$ cat src/design/ddo_queue.sv
// Two-entry queue between front and back end.
// No package dependencies.
module ddo_queue #(
  parameter int WIDTH = 48
) (
  input  logic             clk_i,
  input  logic             rst_ni,
  input  logic             push_i,
  input  logic [WIDTH-1:0] push_data_i,
  input  logic             pop_i,
  output logic [WIDTH-1:0] pop_data_o,
  output logic             full_o,
  output logic             empty_o
);

  logic [WIDTH-1:0] mem_q [2];
  logic             wptr_q, rptr_q;
  logic [1:0]       cnt_q;

  assign full_o     = cnt_q == 2'd2;
  assign empty_o    = cnt_q == 2'd0;
  assign pop_data_o = mem_q[rptr_q];

  always_ff @(posedge clk_i) begin
    if (push_i) begin
      mem_q[wptr_q] <= push_data_i;
    end
  end

  always_ff @(posedge clk_i or negedge rst_ni) begin
    if (!rst_ni) begin
      wptr_q <= 1'b0;
      rptr_q <= 1'b0;
      cnt_q  <= 2'd0;
    end else begin
      if (push_i) begin
        wptr_q <= !wptr_q;
      end
      if (pop_i) begin
        rptr_q <= !rptr_q;
      end
      cnt_q <= cnt_q + {1'b0, push_i} - {1'b0, pop_i};
    end
  end

endmodule

$ cat config.mk
export PLATFORM = sky130hd
export DESIGN_NAME = ddo_queue
export DESIGN_NICKNAME = d
export VERILOG_FILES = /design/src/design/ddo_queue.sv
export SDC_FILE = /design/constraint.sdc
export NUM_CORES = 1
export LEC_CHECK = 0
export BUFFER_PORTS_ARGS = -buffer_cell sky130_fd_sc_hd__buf_2
export CAP_MARGIN = 0
export CORE_AREA = 4 4 95 97
export CTS_CLUSTER_SIZE = 20
export DETAILED_ROUTE_END_ITERATION = 7
export DIE_AREA = 0 0 99 101
export PLACE_DENSITY = 0.73
export SLEW_MARGIN = 10
export SYNTH_ARGS = -nofsm -noshare
export SYNTH_HDL_FRONTEND = slang
export SYNTH_SLANG_ARGS = --single-unit
$ cat constraint.sdc
create_clock -name clk_i -period 2.84 [get_ports clk_i]
set_clock_uncertainty 0.15 [all_clocks]
set_input_delay 0.142 -clock clk_i [delete_from_list [all_inputs] [get_ports clk_i]]
set_output_delay 0.142 -clock clk_i [all_outputs]
set_load 0.05 [all_outputs]
==> results_dict.tcl <==
set metrics [dict create \
    hold_viol 0 \
    crit_required_ns 2.55 \
    rsz0062_at_grt "false" \
    cts_made_buffers 9 \
    via_per_inst 4.616 \
    combPwrFrac_pct 42.9 \
    htreeDepth 3 \
    synth_mux_area_share_pct 15.60 \
    ys_seq_elements 100 \
    powerDensity_nw_per_um2 1034 \
    path_buf_inv 2 \
    syn-num-nets 218 \
    fin_setup_tns_ns 0 \
    hold_class "in2reg" \
    core_region_area_sq_um 8134 \
    synth_cell_types 14 \
    syn_area_sq_um 3706 \
    clockRootBuffer "clkbuf_8" \
    rows 33 \
    cp_slowest_cell "dfrtp_2" \
    grt_pass1_wl_um 10740 \
    multi_input_area_sq_um 675.6 \
    r2r_setup_slack_ns 1.21 \
    clk_latency_ns 0.34 \
    io_buffers 101 \
    track_usage_pct 14.12 \
    fmax_mhz 424.0 \
    p_seq_share_pct 40.3 \
    ff_latch_area_sq_um 2984 \
    area_delta_synth_final_pct 36.66 \
    dp_hpwl_um 4238 \
    syn_area_per_cell_sq_um 22.60 \
    ant_nets 0 \
    gp_congestion 0.6629 \
    dieArea_sq_um 9999 \
    drc 0 \
    grt_max_degree 49 \
    maxSlewViolCount 0 \
    synth-compound-area-share_pct 0 \
    crit_chain "buf_4, mux2_2, buf_2" \
    drive_above_1_share_pct 51.51 \
    endpoint_kind "output port" \
    synth_adder_area_share_pct 0.6752 \
    yosysWarnings 0 \
    clkSinkCount 100 \
    power_switching_mw 2.163 \
    seq_area_frac_synth_pct 80.49 \
    num_antenna_cells 0 \
    tritoncts "yes" \
    min_period_ns 2.358 \
    wl_per_cell_um 15.33 \
    relSlewSlack_pct 56.96 \
    fin_crit_sh_pct 83.04 \
    die_w_um 99 \
    cellLeakagePower_nw 1.977 \
    drt_pass1_iterations 4 \
    outcome "completed" \
    criticalPathCategory "reg2out" \
    startpoint_type "register" \
    nFillCells 635 \
    synth_top_family_by_area "multiplexers" \
    synth_xor_area_share_pct 1.114 \
    internal_power_mw 3.075 \
    ir_worst_vdd_v 0.0006159 \
    grt-ovfl-total 0 \
    cts_resized 0 \
    grt_pass1_vias 2244 \
    critical_path.top_delay_family "flip-flops" \
    worst-path-max-fanout 26 \
    max_slew.worst_pin.slew_ns 0.6456 \
    synth-simple-area-share_pct 0.6077 \
    drt_iter0_drc 56 \
    max_cap_violations 0 \
    postRouteWirelength_um 6701 \
    placed_area_sq_um 4347 \
    die_h_um 101 \
    clk_pin_slew_ns 0.10 \
    antenna_found_initial 0 \
    vias 2017 \
    clkPwrFrac_pct 16.8 \
    final_area_sq_um 5065 \
    start_util_pct 45.56 \
    cts_hold_buf 52 \
    cp.arrival_ns 2.07 \
    synthCells 164 \
    max_stage_delay_ns 0.76 \
    clockBufferDepth 2 \
    swShare_pct 41.30 \
    post-cts-setup-buffers 0 \
    setup_viol 0 \
    layout.nets 381 \
    pin_count 102 \
]
## routing by layer
layer / wire, um / GRT usage, % / part of all wire (%) / up-vias
li1: - / - / - / 967
met1: 2732 / 15.84 / 41 / 970
met2: 3505 / 26.19 / 52 / 71
met3: 386 / 3.460 / 5.8 / 9
met4: 77 / 4.727 / 1.1 / 0
met5: 0 / 0 / 0 / -
## layout by cell type (no fill, tap or decap)
cell type	netlist	layout
nor2b_4	0	1
nor2_1	1	1
buf_4	3	3
xor2_1	2	2
mux2_4	10	10
dlygate4sd3_1	0	52
inv_8	0	1
dfrtp_1	4	3
buf_2	0	101
bufinv_16	0	1
clkinv_1	0	1
inv_1	2	2
mux2_2	38	38
clkinv_2	0	1
inv_6	0	1
buf_12	0	1
clkbuf_8	0	9
and2_2	0	1
xor3_1	1	1
dfrtp_2	0	1
edfxtp_1	96	96
nor2b_1	2	1
clkinvlp_4	0	2
ha_1	2	2
## path summary, 6_finish.rpt
path                                 start        endpoint  cells after the start
setup / recovery                    rptr_q  pop_data_o[43]                      3
hold / removal             push_data_i[39]    mem_q[1][39]                      2
setup reg to reg                    wptr_q    mem_q[0][19]                      2
hold reg to reg                     wptr_q          wptr_q                      1
max in group asynchronous           rst_ni          rptr_q                      3
min in group asynchronous           rst_ni          rptr_q                      3
## worst reg2reg max path: cells and delay by family, from the launching register on
family	cells	cell delay, ns
DFF	1	0.43
and+or+nand+nor	1	0.46
buffers and inverters	1	0.29
## power by group through the flow
stage | registers (mW) | clock network (mW) | logic (mW)
global route | 2.14 | 0.984 | 2.36
detailed placement | 2.15 | 0 | 2.22
global placement | 2.13 | 0 | 2.20
CTS | 2.12 | 0.920 | 2.28
floorplan | 2.06 | 0 | 1.86
finish | 2.11 | 0.880 | 2.25
## Yosys cell counts
cell type | number | area, sq um
inv_1 | 2 | 7.510
nor2_1 | 1 | 3.750
buf_6 | 1 | 11.26
edfxtp_1 | 96 | 2883
and2_1 | 1 | 6.260
ha_1 | 2 | 25.02
dfrtp_1 | 4 | 100.1
mux2_2 | 38 | 427.9
nor2b_1 | 2 | 12.51
buf_4 | 3 | 22.52
xor3_1 | 1 | 23.77
buf_8 | 1 | 15.01
xor2_1 | 2 | 17.52
mux2_4 | 10 | 150.1
## stage by stage
step / instances / hold slack, ns / utilization [%] / power (mW) / setup slack (ns)
after floorplan: 164 / -0.3036 / - / 3.918 / 0.6075
after global placement: 369 / -0.1959 / 53.44 / 4.331 / 0.8529
after detailed placement: 369 / -0.1955 / 53.44 / 4.369 / 0.8301
after CTS: 437 / 0.3393 / 62.27 / 5.314 / 0.4278
after global routing: 437 / 0.3490 / 62.27 / 5.487 / 0.3768
final: 437 / 0.3650 / 62.27 / 5.237 / 0.4817
## registers in the layout (all words and copies together) (netlist names)
register,flops
cnt_q,2
mem_q,96
rptr_q,1
wptr_q,1
## kinds of logic (layout without fill, tap and decap cells)
logic type    count (synthesis)  after routing
simple gates                  4              4
xor+xnor                      3              3
flops                       100            100
buf+inv                       7            175
fa+ha+maj                     2              2
mux                          48             48
## area by class of cell
| cell class | instances | share of cell area (%) |
|---|---|---|
| flip-flops and latches | 100 | 58.92 |
| repair buffers | 157 | 21.10 |
| multi-input cells | 57 | 13.34 |
| well taps | 105 | 2.594 |
| clock buffers | 9 | 2.446 |
| clock inverters | 7 | 1.458 |
| inverters | 2 | 0.1482 |
Power figures use the tool's default switching activity.
