<file path="config.mk">
export PLATFORM = sky130hd
export DESIGN_NAME = ddo_front
export DESIGN_NICKNAME = d
export VERILOG_FILES = /design/src/design/ddo_pkg.sv /design/src/design/ddo_front.sv
export SDC_FILE = /design/constraint.sdc
export NUM_CORES = 1
export LEC_CHECK = 0
export BUFFER_PORTS_ARGS = -buffer_cell sky130_fd_sc_hd__buf_2
export CORE_MARGIN = 2
export CORE_UTILIZATION = 57
export CTS_CLUSTER_SIZE = 16
export DETAILED_ROUTE_END_ITERATION = 8
export GPL_TIMING_DRIVEN = 0
export PLACE_DENSITY = 0.87
export RECOVER_POWER = 25
export SKIP_CTS_REPAIR_TIMING = 1
export SLEW_MARGIN = 10
export SYNTH_ARGS = -nofsm -noshare
export SYNTH_HDL_FRONTEND = slang
export SYNTH_SLANG_ARGS = --single-unit
</file>
<file path="constraint.sdc">
create_clock -name clk_i -period 7.41 [get_ports clk_i]
set_clock_uncertainty 0.15 [all_clocks]
set_input_delay 1.482 -clock clk_i [delete_from_list [all_inputs] [get_ports clk_i]]
set_output_delay 1.482 -clock clk_i [all_outputs]
set_load 0.05 [all_outputs]
</file>
<file path="src/design/ddo_pkg.sv">
// Shared types, constants and the CORDIC angle table for the odometry block.
// No dependencies.
package ddo_pkg;

  localparam int CountBitsDef   = 24;
  localparam int CordicStepsDef = 24;

  localparam logic [29:0]        BamPerRad  = 30'd683565276;
  localparam logic signed [34:0] CordicX0   = 35'sd652032874;
  localparam logic [15:0]        CpcReset   = 16'd2934;
  localparam logic [15:0]        TwReset    = 16'd5760;

  typedef enum logic [1:0] {
    CFG_COUNTS_PER_CM = 2'd0,
    CFG_TRACK_WIDTH   = 2'd1
  } cfg_reg_e;

  typedef struct packed {
    logic signed [23:0] left_count;
    logic signed [23:0] right_count;
  } odo_in_t;

  typedef struct packed {
    logic signed [31:0] step_dx;
    logic signed [31:0] step_dy;
    logic signed [39:0] pos_x;
    logic signed [39:0] pos_y;
    logic [31:0]        heading;
  } odo_out_t;

  typedef enum logic [3:0] {
    S_IDLE, S_DIVL, S_DIVR, S_MULQ, S_DIVQ, S_TRIG1, S_MULR, S_DIVRAD,
    S_TRIG2, S_MX0, S_MX1, S_MY0, S_MY1, S_MFIN, S_DONE
  } back_state_e;

  function automatic logic [29:0] atan_bam(input logic [4:0] i);
    logic [29:0] v;
    unique case (i)
      5'd0:  v = 30'd536870912;
      5'd1:  v = 30'd316933406;
      5'd2:  v = 30'd167458907;
      5'd3:  v = 30'd85004756;
      5'd4:  v = 30'd42667331;
      5'd5:  v = 30'd21354465;
      5'd6:  v = 30'd10679838;
      5'd7:  v = 30'd5340245;
      5'd8:  v = 30'd2670163;
      5'd9:  v = 30'd1335087;
      5'd10: v = 30'd667544;
      5'd11: v = 30'd333772;
      5'd12: v = 30'd166886;
      5'd13: v = 30'd83443;
      5'd14: v = 30'd41722;
      5'd15: v = 30'd20861;
      5'd16: v = 30'd10430;
      5'd17: v = 30'd5215;
      5'd18: v = 30'd2608;
      5'd19: v = 30'd1304;
      5'd20: v = 30'd652;
      5'd21: v = 30'd326;
      5'd22: v = 30'd163;
      5'd23: v = 30'd81;
      5'd24: v = 30'd41;
      5'd25: v = 30'd20;
      5'd26: v = 30'd10;
      5'd27: v = 30'd5;
      5'd28: v = 30'd3;
      5'd29: v = 30'd1;
      5'd30: v = 30'd1;
      5'd31: v = 30'd0;
    endcase
    return v;
  endfunction

endpackage

</file>
<file path="src/design/ddo_front.sv">
// Front end: accepts encoder items, keeps the last counts and forms wrapped deltas.
// Depends on ddo_pkg.
module ddo_front import ddo_pkg::*; #(
  parameter int COUNT_BITS = CountBitsDef
) (
  input  logic                    clk_i,
  input  logic                    rst_ni,
  input  logic                    in_valid_i,
  output logic                    in_ready_o,
  input  odo_in_t                 in_data_i,
  input  logic                    full_i,
  output logic                    push_o,
  output logic [2*COUNT_BITS-1:0] push_data_o
);

  logic [COUNT_BITS-1:0] last_l_q, last_r_q, cur_l, cur_r;

  assign in_ready_o  = !full_i;
  assign push_o      = in_valid_i && in_ready_o;
  assign cur_l       = COUNT_BITS'($unsigned(in_data_i.left_count));
  assign cur_r       = COUNT_BITS'($unsigned(in_data_i.right_count));
  assign push_data_o = {cur_l - last_l_q, cur_r - last_r_q};

  always_ff @(posedge clk_i or negedge rst_ni) begin
    if (!rst_ni) begin
      last_l_q <= '0;
      last_r_q <= '0;
    end else if (push_o) begin
      last_l_q <= cur_l;
      last_r_q <= cur_r;
    end
  end

endmodule

</file>
==> results of run 1 <==
-- registers in the layout, summed over array words and instances (netlist names) --
| register | count |
|---|---|
| last_r_q | 24 |
| last_l_q | 24 |
-- stage by stage --
step           setup slack, ns  hold slack (ns)  total power, uW  cells  util [%]
2_1_floorplan             1.66            0.335             1030    530         -
3_3_place_gp              1.82            0.344             1200    730      67.4
3_5_place_dp              1.77            0.353             1220    730      67.4
4_1_cts                   1.75            0.372             1410    738      68.9
5_1_grt                   1.51            0.384             1490    738      68.9
6_report                  1.76            0.372             1410    738      68.9
-- per-layer routing --
metal | track usage, % | share of wire [%]
met3 | 4.61 | 5.5
met4 | 6.92 | 1.9
met1 | 32.5 | 44
met5 | 0 | 0
met2 | 44.3 | 48
-- cells by family (layout without fill, tap and decap cells) --
kind of cell    count (synthesis)  in the layout  synth area share [%]
buf+inv                        84            193                  7.54
xor+xnor                       39             39                  8.07
flops                          48             48                  28.4
fa+ha+maj                      48             48                  14.5
compound gates                156            156                  22.9
simple gates                  148            148                  16.8
mux                             7              7                  1.77
-- worst max-delay path: stages --
cell      delay [ns]
buf_2           0.09
inv_1           0.04
ha_1            0.23
fa_1            0.40
nand2b_1        0.21
a211oi_2        0.25
nor2_1          0.11
o311ai_4        0.34
nor3b_2         0.27
o31a_1          0.18
xor2_1          0.14
buf_2           0.28
-- worst max path at each step --
stage	from	to	slack [ns]
after detailed placement	in_data_i[24]	push_data_o[46]	1.77
after global placement	in_data_i[24]	push_data_o[46]	1.82
after CTS	in_data_i[24]	push_data_o[46]	1.75
final	in_data_i[24]	push_data_o[46]	1.76
after global routing	in_data_i[24]	push_data_o[46]	1.51
after floorplan	in_data_i[0]	push_data_o[22]	1.66
-- where the power goes --
part	leakage [uW]	switching [uW]	internal [uW]	total, uW
clock	0.0000552	87.0	100	187
combinational	0.00186	657	260	917
sequential	0.000588	11.0	295	306
-- synthesized netlist by cell type, types with 2 or more instances --
cell type | number | area share [%]
inv_1 | 69 | 6.1
nand2_1 | 69 | 6.1
o21ai_0 | 59 | 7.0
dfrtp_1 | 48 | 28
ha_1 | 46 | 14
a21oi_1 | 35 | 4.1
xnor2_1 | 24 | 5.0
nor2_1 | 20 | 1.8
a21o_1 | 16 | 2.8
xor2_1 | 15 | 3.1
clkbuf_1 | 13 | 1.2
nand3_1 | 11 | 1.3
nor3_1 | 11 | 1.3
nor2b_1 | 9 | 1.3
nand4_1 | 6 | 0.89
o21bai_1 | 6 | 1.1
nand2b_1 | 5 | 0.74
o211ai_1 | 5 | 0.89
o21a_1 | 5 | 0.89
o21ai_1 | 5 | 0.59
mux2_2 | 4 | 1.1
a21oi_2 | 3 | 0.62
a311oi_1 | 3 | 0.62
mux2i_1 | 3 | 0.71
and3_1 | 2 | 0.30
and4_1 | 2 | 0.41
fa_1 | 2 | 0.95
nor3b_1 | 2 | 0.35
o2111ai_1 | 2 | 0.41
o31a_1 | 2 | 0.41
or3_1 | 2 | 0.30
-- final cells by class --
| class | count | area share [%] |
|---|---|---|
| clock buffers | 6 | 1.46 |
| multi-input cells | 398 | 54.6 |
| plain buffers | 15 | 1.21 |
| flip-flops and latches | 48 | 24.2 |
| repair buffers | 101 | 10.1 |
| inverters | 69 | 5.21 |
| well taps | 99 | 2.49 |
| clock inverters | 2 | 0.705 |
==> metrics, run 1 <==
largest net degree at the start of global routing 49; hold path depth 1; R2R cell count 1; Layout area overhead 17.4%; via count of the routed design 4053; Syn Nets 630; Routed Antenna Nets 0; total wire length 10.2 mm; register area share after synthesis 28.4%; core area 7210 um2; Slew @ Worst Pin 2.59 ns; most frequent cells in the layout buf_2 (100), inv_1 (69), nand2_1 (69); syn avg cell area 7.99 um2; power per cell area 284 nW/um2; Sequential Area 1200 um2; Clock Path Buffers 2; fin crit period 5.65 ns; R2R Path End last_l_q[23]; fin nets 738; Worst-path clk slew 0.08 ns; status complete, but fails checks; max_slew headroom -72.7%; Hold EP last_r_q[0]; die extent in x 90.2 um; FILL cells 596; reg2reg start last_l_q[23]; CTS Root Cell clkbuf_8; Die H 90.2 um; Cells after Synth 530; number of synthesized register bits 48; fin area 4970 um2; Crit Path Class primary input to output port; part of the cycle the worst path needs 76.2%; Final Max Slew Viols 49; FF-to-FF setup slack 6.49 ns; DRT iter0 DRCs 186; Final Setup Violations 0; Worst Setup End Kind output port; antenna cells 0; Distinct cells, synth 57; floorplan row count 31; CTS tree done; vias in the first global route 3947; die area 8130 um2; RSZ-0062 raised after global routing no; commonest non-fill, non-tap cell in the layout buf_2; Arr. time, crit path 4.02 ns; Inserted Clock Buffers 5; initial antenna violation count 0; GRT Resource Usage Total 25.4%; Final TNS setup 0 ns; Worst Path Max Fanout 3; H-tree levels 2; fraction of layout cells with a size suffix above 1 19.7%; Hold Crit Start last_r_q[0]; Critical Path RT 5.78 ns; Most used DFF post-synth dfrtp_1; grt ovf 0; Area after DPL 4860 um2; hpwl dp 8.21 mm; startpoint types primary input; Remaining DRCs 0; Warnings, synthesis 0; maxcap violations 1; Sink Count 48; leakage 0.00251 uW; Fin. Hold Viols 0; multi-input logic area 2710 um2; worst-skew pair later-pin latency 0.30 ns; vias per cell 5.49; Fmax 177 MHz; Max rail drop VDD 0.194 mV; WL/cell 13.9 um; first-pass GRT wire length 17.3 mm; io pins 102; ys async rst share 100%; class of the worst hold path flop to flop; EDFF count, synth 0; Starting Density 58.7%; drt pass-1 iters 4; port buffer count 101; routability cong. 0.922; synthesized cell area 4230 um2; failing checks capacitance limit, slew limit
Power figures use the tool's default switching activity.
==> inputs of run 2 (changes only) <==
--- a/config.mk
+++ b/config.mk
@@ -7,11 +7,11 @@
 export LEC_CHECK = 0
 export BUFFER_PORTS_ARGS = -buffer_cell sky130_fd_sc_hd__buf_2
 export CORE_MARGIN = 2
-export CORE_UTILIZATION = 57
+export CORE_UTILIZATION = 50
 export CTS_CLUSTER_SIZE = 16
 export DETAILED_ROUTE_END_ITERATION = 8
 export GPL_TIMING_DRIVEN = 0
-export PLACE_DENSITY = 0.87
+export PLACE_DENSITY = 0.81
 export RECOVER_POWER = 25
 export SKIP_CTS_REPAIR_TIMING = 1
 export SLEW_MARGIN = 10
==> constraint.sdc (replaced) <==
create_clock -name clk_i -period 5 [get_ports clk_i]
set_clock_uncertainty 0.15 [all_clocks]
set_input_delay 1 -clock clk_i [delete_from_list [all_inputs] [get_ports clk_i]]
set_output_delay 1 -clock clk_i [all_outputs]
set_load 0.05 [all_outputs]
==> run 2 against run 1 <==
Effect of this change:
- combinational power grew 47%
- setup slack got worse by 1.5 ns
- register-to-register slack got worse by 2.4 ns
- hold slack lost 0.0023 ns
- the run still ends with capacitance limit, slew limit left
- global-route usage down 2.4 points
- routed wire length is 1.8% lower
- clock-buffer cell count grew 1
- first-iteration DRC count is 19% higher
- critical path type unchanged
- clock power grew 63%
- core utilization down 8.1 points
- sequential share of layout area down 0.13 points
==> metrics, run 2 (synthesis gave the netlist of run 1 again) <==
status complete, but fails checks (unchanged); failing checks capacitance limit, slew limit (unchanged); fin crit period 4.72 ns; core area 8220 um2 (was 7210 um2); max_slew headroom -72.8% (was -72.7%); first-pass GRT wire length 17.0 mm (was 17.3 mm); Final TNS setup 0 ns (unchanged); Slew @ Worst Pin 2.59 ns (about the same); grt ovf 0 (unchanged); DRT iter0 DRCs 221 (was 186); Remaining DRCs 0 (unchanged); met2 WL 4.75 mm (was 4.96 mm); commonest non-fill, non-tap cell in the layout buf_2 (unchanged); antenna cells 0 (unchanged); maxcap violations 1 (unchanged); Sink Count 48 (unchanged); Highest Signal Layer met4 (unchanged); GRT Resource Usage Total 23.0% (was 25.4%); Routed Antenna Nets 0 (unchanged); vias in the first global route 3907 (was 3947); Final Setup Violations 0 (unchanged); worst-skew pair later-pin latency 0.30 ns (about the same); Final Max Slew Viols 49 (unchanged); most frequent cells in the layout buf_2 (100), inv_1 (69), nand2_1 (69) (unchanged); part of the cycle the worst path needs 94.4%; Worst Path Max Fanout 3 (unchanged); Clock Path Buffers 2 (unchanged); WL/cell 13.5 um (was 13.9 um); Fmax 212 MHz; class of the worst hold path flop to flop (unchanged); hpwl dp 8.20 mm (was 8.21 mm); Die H 96.0 um (was 90.2 um); die extent in x 96.0 um (was 90.2 um); drt pass-1 iters 4 (unchanged); FILL cells 758 (was 596); Worst Setup End Kind output port (unchanged); die area 9220 um2 (was 8130 um2); initial antenna violation count 0 (unchanged); power per cell area 423 nW/um2 (was 284 nW/um2); vias per cell 5.34 (was 5.49); CTS tree done (unchanged); Inserted Clock Buffers 5 (unchanged); WL met3 556 um (was 561 um); Fin. Hold Viols 0 (unchanged); final worst slack 0.278 ns (was 1.76 ns); startpoint types primary input (unchanged); fraction of layout cells with a size suffix above 1 19.9% (was 19.7%); Layout area overhead 18.0% (was 17.4%); Crit Path Class primary input to output port (unchanged); floorplan row count 33 (was 31); largest net degree at the start of global routing 49 (unchanged); top flop regs last_l_q: 24 flops, last_r_q: 24 flops (unchanged); fin nets 738 (unchanged); total wire length 10.0 mm (was 10.2 mm); Arr. time, crit path 3.57 ns (was 4.02 ns); Sequential Area 1200 um2 (unchanged); port buffer count 101 (unchanged); Met1 Wirelength 4.63 mm (was 4.51 mm); CTS Root Cell clkbuf_8 (unchanged); routability cong. 0.900 (was 0.922); io pins 102 (unchanged); Critical Path RT 3.85 ns (was 5.78 ns); Worst-path clk slew 0.08 ns (about the same); Max rail drop VDD 0.273 mV (was 0.194 mV); Post-Place Worst Slack 0.270 ns (was 1.77 ns); Starting Density 51.5% (was 58.7%); fin area 4990 um2 (was 4970 um2); Area after DPL 4870 um2 (was 4860 um2); via count of the routed design 3974 (was 4053); H-tree levels 2 (unchanged); RSZ-0062 raised after global routing no (unchanged); multi-input logic area 2710 um2 (unchanged); leakage 0.00252 uW (was 0.00251 uW)
==> run 2: cell types whose count changed in the layout (fill, tap and decap cells not counted), sizes merged <==
cell    delta
clkbuf     +1
clkinv     -1
==> run 2: worst paths after layout <==
path | depth (start not counted) | endpoint | from | slack (ns)
setup / recovery | 12 | push_data_o[46] | in_data_i[24] | 0.28
hold / removal | 1 | last_r_q[0] | last_r_q[0] | 0.37
setup reg to reg | 1 | last_r_q[23] | last_r_q[23] | 4.09
hold reg to reg | 1 | last_r_q[0] | last_r_q[0] | 0.37
max in group asynchronous | 1 | last_l_q[4] | rst_ni | 1.88
min in group asynchronous | 1 | last_r_q[9] | rst_ni | 1.35
==> run 2: area by class of cell <==
cell class                 instances  share of cell area, %
timing repair buffer             101                   10.1
sequential                        48                   24.0
clock buffer                       7                   1.93
multi-input combinational        398                   54.3
buffer                            15                   1.20
clock inverter                     1                  0.601
tap                              105                   2.63
inverter                          69                   5.19
==> run 2: worst max-delay path, stage by stage <==
cell and delay, ns:
buf_2 0.09, inv_1 0.04, ha_1 0.21, fa_1 0.42, nand2b_1 0.22, a211oi_2 0.26, nor2_1 0.10, o311ai_4 0.33
nor3b_2 0.29, o31a_1 0.19, xor2_1 0.14, buf_2 0.27
==> run 2: metrics by stage <==
| stage | total power [uW] | util, % | hold slack (ns) | std cells |
|---|---|---|---|---|
| floorplan | 1530 | - | 0.335 | 530 |
| global placement | 1780 | 59.3 | 0.342 | 736 |
| detailed placement | 1810 | 59.3 | 0.352 | 736 |
| CTS | 2120 | 60.8 | 0.372 | 744 |
| global route | 2250 | 60.8 | 0.375 | 744 |
| finish | 2110 | 60.8 | 0.370 | 744 |
==> run 2: power breakdown <==
part | switching (uW) | internal [uW] | leakage (uW)
Sequential | 15.6 | 438 | 0.000588
Combinational | 969 | 385 | 0.00186
Clock | 128 | 177 | 0.0000645
==> run 2: layer usage <==
metal | track usage (%) | vias to the layer above
met5 | 0 | -
met4 | 6.90 | 0
met3 | 4.46 | 15
met1 | 29.8 | 1822
li1 | - | 2029
met2 | 38.8 | 108
